`src/design/lav_pkg.sv`:
```
package lav_pkg;

    localparam int FRAC_BITS = 16;
    localparam int IN_W      = 32;
    localparam int D_W       = IN_W + 1;
    localparam int UNIT_W    = FRAC_BITS + 2;
    localparam int PROD_W    = UNIT_W + IN_W;
    localparam int VEC_W     = PROD_W + 1;
    localparam int MAG_W     = VEC_W;
    localparam int TOP_BIT   = 29;
    localparam int M_W       = TOP_BIT + 1;
    localparam int SQ_W      = 2 * M_W + 2;
    localparam int LEN_W     = M_W + 1;
    localparam int NUM_W     = M_W + FRAC_BITS + 1;
    localparam int Q_W       = FRAC_BITS + 1;
    localparam int CNT_W     = $clog2(Q_W + 1);
    localparam int DOT_W     = PROD_W + 2;
    localparam int QM_W      = DOT_W + 1 - FRAC_BITS;
    localparam int COARSE    = 8;

    typedef logic [IN_W-1:0]  coord_t;
    typedef coord_t [2:0]     coord_vec_t;
    typedef logic [D_W-1:0]   diff_t;
    typedef diff_t [2:0]      diff_vec_t;
    typedef logic [UNIT_W-1:0] unit_t;
    typedef unit_t [2:0]      unit_vec_t;
    typedef logic [VEC_W-1:0] wide_t;
    typedef wide_t [2:0]      wide_vec_t;

    typedef struct packed {
        coord_vec_t pos;
        diff_vec_t  diff;
        coord_vec_t hint;
    } item_t;

    typedef struct packed {
        logic  valid;
        item_t item;
    } queue_head_t;

    typedef struct packed {
        logic      done;
        logic      nonzero;
        unit_vec_t unit;
    } norm_res_t;

    typedef enum logic [2:0] {
        NS_IDLE,
        NS_SHIFT,
        NS_SQUARE,
        NS_SUM,
        NS_ROOT,
        NS_DIV_INIT,
        NS_DIVIDE,
        NS_DONE
    } norm_state_t;

    typedef enum logic [2:0] {
        BK_IDLE,
        BK_NORM_GO,
        BK_NORM_WAIT,
        BK_CROSS_MUL,
        BK_CROSS_SUB,
        BK_DOT_MUL,
        BK_DOT_SUM,
        BK_EMIT
    } back_state_t;

    typedef enum logic [1:0] {
        PASS_FWD,
        PASS_RIGHT,
        PASS_UP
    } pass_t;

    localparam logic [1:0] ROW_LAST = 2'd3;
    localparam logic [1:0] ROW_FWD  = 2'd2;

endpackage

```
`src/design/lav_front.sv`:
```
module lav_front (
    input  logic                 clk,
    input  logic                 rst_n,
    input  logic                 item_valid,
    output logic                 item_stall,
    input  lav_pkg::coord_vec_t  pos,
    input  lav_pkg::coord_vec_t  tgt,
    input  lav_pkg::coord_vec_t  hint,
    output lav_pkg::queue_head_t head,
    input  logic                 pop
);
    import lav_pkg::*;

    item_t      entry_reg [0:1];
    logic       wr_ptr_reg;
    logic       wr_ptr_next;
    logic       rd_ptr_reg;
    logic       rd_ptr_next;
    logic [1:0] count_reg;
    logic [1:0] count_next;
    logic       push;
    logic       take;
    item_t      new_item;

    assign item_stall = (count_reg == 2'd2);
    assign push       = item_valid && !item_stall;
    assign take       = pop && (count_reg != 2'd0);

    always_comb
    begin
        for (int i = 0; i < 3; i++)
        begin
            new_item.pos[i]  = pos[i];
            new_item.hint[i] = hint[i];
            new_item.diff[i] = {tgt[i][IN_W-1], tgt[i]} - {pos[i][IN_W-1], pos[i]};
        end
    end

    always_comb
    begin
        wr_ptr_next = push ? ~wr_ptr_reg : wr_ptr_reg;
        rd_ptr_next = take ? ~rd_ptr_reg : rd_ptr_reg;
        count_next  = count_reg + {1'b0, push} - {1'b0, take};
    end

    always_ff @(posedge clk or negedge rst_n)
    begin
        if (!rst_n)
        begin
            wr_ptr_reg <= 1'b0;
            rd_ptr_reg <= 1'b0;
            count_reg  <= 2'd0;
        end
        else
        begin
            wr_ptr_reg <= wr_ptr_next;
            rd_ptr_reg <= rd_ptr_next;
            count_reg  <= count_next;
        end
    end

    always_ff @(posedge clk)
    begin
        if (push)
        begin
            entry_reg[wr_ptr_reg] <= new_item;
        end
    end

    assign head.valid = (count_reg != 2'd0);
    assign head.item  = entry_reg[rd_ptr_reg];

endmodule

```
`config.mk`:
```
export PLATFORM = sky130hd
export DESIGN_NAME = lav_front
export DESIGN_NICKNAME = d
export VERILOG_FILES = /design/src/design/lav_pkg.sv /design/src/design/lav_front.sv
export SDC_FILE = /design/constraint.sdc
export NUM_CORES = 1
export LEC_CHECK = 0
export BUFFER_PORTS_ARGS = -buffer_cell sky130_fd_sc_hd__buf_2
export CAP_MARGIN = 25
export CORE_MARGIN = 5
export CORE_UTILIZATION = 42
export DETAILED_ROUTE_END_ITERATION = 8
export PLACE_DENSITY_LB_ADDON = 0.15
export RECOVER_POWER = 50
export SYNTH_ARGS = -nofsm -noshare
export SYNTH_HDL_FRONTEND = slang
export SYNTH_SLANG_ARGS = --single-unit
```
`constraint.sdc`:
```
create_clock -name clk -period 16.3 [get_ports clk]
set_input_delay 1.63 -clock clk [delete_from_list [all_inputs] [get_ports clk]]
set_output_delay 1.63 -clock clk [all_outputs]
set_load 0.03 [all_outputs]
```
==> impl_metrics.toml <==
[outcome]
status = "finished with violations"
violations = "capacitance limit, slew limit"

[critical_path]
cp.required_ps = 16260
slowest_stage = "clkbuf_1"
critPathKind = "in2reg"
r2r_start = "count_reg[1]"
crit_fanout = 125
critPathCaptureType = "flip-flop"
crit_family = "buffers and inverters"
worstPathArrival_ps = 9210
rr_worst_depth = 4
cpPeakStageDelay_ps = 5340
critical_path_buf_inv_count = 2
r2r_setup_slack_ps = 7620
r2r-end = "entry_reg[0][257]"
crit_end = "entry_reg[0][257]"
cp.depth = 4
cp-startpoint = "item_valid"
start_kind = "primary input"
path_cells = "buf_2 > nand2_1 > nor2_1 > clkbuf_1"

[cts]
cts_resized = 0
cts_root_buf = "clkbuf_16"
htree_num_levels = 3
cts_setup_buffers = 0
cts.path.max_buffers = 3
cts_inserted_buffers = 67
cts_sinks = 586
path_clk_slew_ps = 60
tritoncts = "built"
ctsHoldBuffers = 0
clkLatencyLatePin_ps = 580

[global_routing]
use_met1_pct = 21.6
overflow = 0
grt_util_met2_pct = 32.3
grt_busiest_layer = "met2"
met3_usage_pct = 7.99
grt_usage_pct = 18.9
grt_pass1_vias = 17100
grt_max_degree = 176
grt_pass1_wl_mm = 99.9
antenna_found_initial = 34

[sta]
max_freq_mhz = 108
finalHoldViolCount = 0
rsz0062_at_grt = "no"
tightest_slew_ps = 7520
hold_ws_ps = 489
slew_violations = 318
setup_viol = 0
fin_skew_ps = 17.2
fin_tns_setup_ps = 0
fin_crit_ps = 9250
slew-limit-headroom_pct = -401
fin_crit_sh_pct = 56.7

[cells_and_area]
final_layout_size_suffix_gt1_share_pct = 35.5
fin_util_pct = 51.7
fin_cells = 3264
nets = 2740
largest_reg_flops = 582
nFillCells = 5449
design_area_um2 = 32600
areaGrowthSynthToFinish_pct = 22.4

[place]
placed_area_um2 = 30500
gp_congestion = 0.876
dp_cells = 3124
dpl.hpwl_mm = 50.1
io_buffers = 584

[drt]
vias = 16700
drt_iter0_drc = 984
routed_wl_mm = 68.7
drc = 0
wl_per_cell_um = 21.0
detail-route-antenna-nets = 0
viasPerCell = 5.10
dr.pass1.iters = 5

[power_and_ir_drop]
seqPwrFrac_pct = 37.1
total_leakage_power_nw = 12.6
p_sw_share_pct = 36.6
p_switching_mw = 2.19
clock_power_share_pct = 25.8
p_int_mw = 3.80
combinationalPowerShare_pct = 37.1
power.density_nw_per_um2 = 184
vdd_drop_max_mv = 0.102

[yosys]
yosys-top-cells-count = "edfxtp_1, mux2_2, inv_1"
syn_avg_cell_area_um2 = 15.4
synth_most_common_cell = "edfxtp_1"
synth_area_um2 = 26600
synth_edf_count = 582
synth.distinct_cells = 80
ys.warnings.count = 0
synth.area.top_cells = "edfxtp_1, mux2_2, ha_1, xnor2_1, inv_1"
synth-main-ff-cell = "edfxtp_1"
syn-num-nets = 2125
yosys.area.top_type_share_pct = 65.7
yosysTopAreaCell = "edfxtp_1"
synthCells = 1732
ys_seq_area_share_pct = 66.0
synth_async_sr_flop_share_pct = 0.683
synth_seq_cells = 586

[die]
ioPinCount = 585
dieArea_um2 = 68500
die_w_um = 262
initial_core_util_pct = 42.3
rows = 92
core_um2 = 63000
die_y_um = 262

[hold_path]
min_from = "count_reg[1]"
hold_class = "reg2reg"

[flow_run]
max-cap-violations = 5
-- how the worst min path moves through the flow --
stage	depth (start not counted)	slack (ps)	end
final	1	490	count_reg[1]
after detailed placement	1	490	count_reg[1]
after floorplan	1	460	count_reg[1]
after global placement	1	480	count_reg[1]
after CTS	1	500	count_reg[1]
after global routing	1	520	count_reg[1]
-- worst reg2reg max path, delay by kind of cell (launching register included) --
family                 cells  cell delay, ps
buffers and inverters      1            5360
flip-flops                 1             400
AND/OR/NAND/NOR            3            2120
-- area by class of cell --
| cell class | instances | area, um2 | area share (%) |
|---|---|---|---|
| multi-input combinational | 971 | 8330 | 25.6 |
| inverter | 128 | 480 | 1.47 |
| clock buffer | 83 | 1780 | 5.46 |
| clock inverter | 38 | 497 | 1.52 |
| tap | 846 | 1060 | 3.25 |
| antenna | 19 | 47.5 | 0.146 |
| sequential | 586 | 17600 | 54.0 |
| timing repair buffer | 593 | 2800 | 8.60 |
-- per-layer routing --
layer / part of all wire [%] / vias up
li1: - / 7834
met1: 38 / 8123
met2: 49 / 525
met3: 9.6 / 141
met4: 2.8 / 32
met5: 0.36 / -
-- power by group through the flow --
stage                     Combinational (mW)  Clock (mW)  Sequential (mW)
after floorplan                         1.58           0             2.33
after global placement                  2.26           0             2.21
after detailed placement                2.26           0             2.23
after CTS                               2.27        1.59             2.20
after global routing                    2.36        1.65             2.25
final                                   2.22        1.55             2.22
-- cells by family after synthesis --
logic type	share of synthesized area, %
flip-flops	66.0
multiplexers	12.4
AO/OA/AOI/OAI	7.15
AND/OR/NAND/NOR	4.23
buffers and inverters	2.51
adder cells (fa/ha/maj)	4.83
XOR/XNOR	2.86
-- layout by cell type (no fill, tap or decap), types with 39 or more instances in the layout --
| cell type | synthesis | layout |
|---|---|---|
| a21o_1 | 39 | 39 |
| a21oi_1 | 80 | 80 |
| buf_2 | 0 | 431 |
| clkbuf_1 | 43 | 170 |
| clkbuf_16 | 0 | 69 |
| edfxtp_1 | 582 | 582 |
| ha_1 | 98 | 98 |
| inv_1 | 128 | 128 |
| mux2_2 | 291 | 291 |
| nand2_1 | 70 | 70 |
| nor2_1 | 43 | 44 |
| o21ai_0 | 41 | 43 |
| xnor2_1 | 57 | 57 |
-- per-stage QoR --
step,setup slack [ps],power [mW]
floorplan,1580,3.92
global placement,11420,4.46
detailed placement,11370,4.48
CTS,11580,6.05
global route,6370,6.26
finish,7050,5.99
No activity file was read; power rests on OpenSTA's default activity.
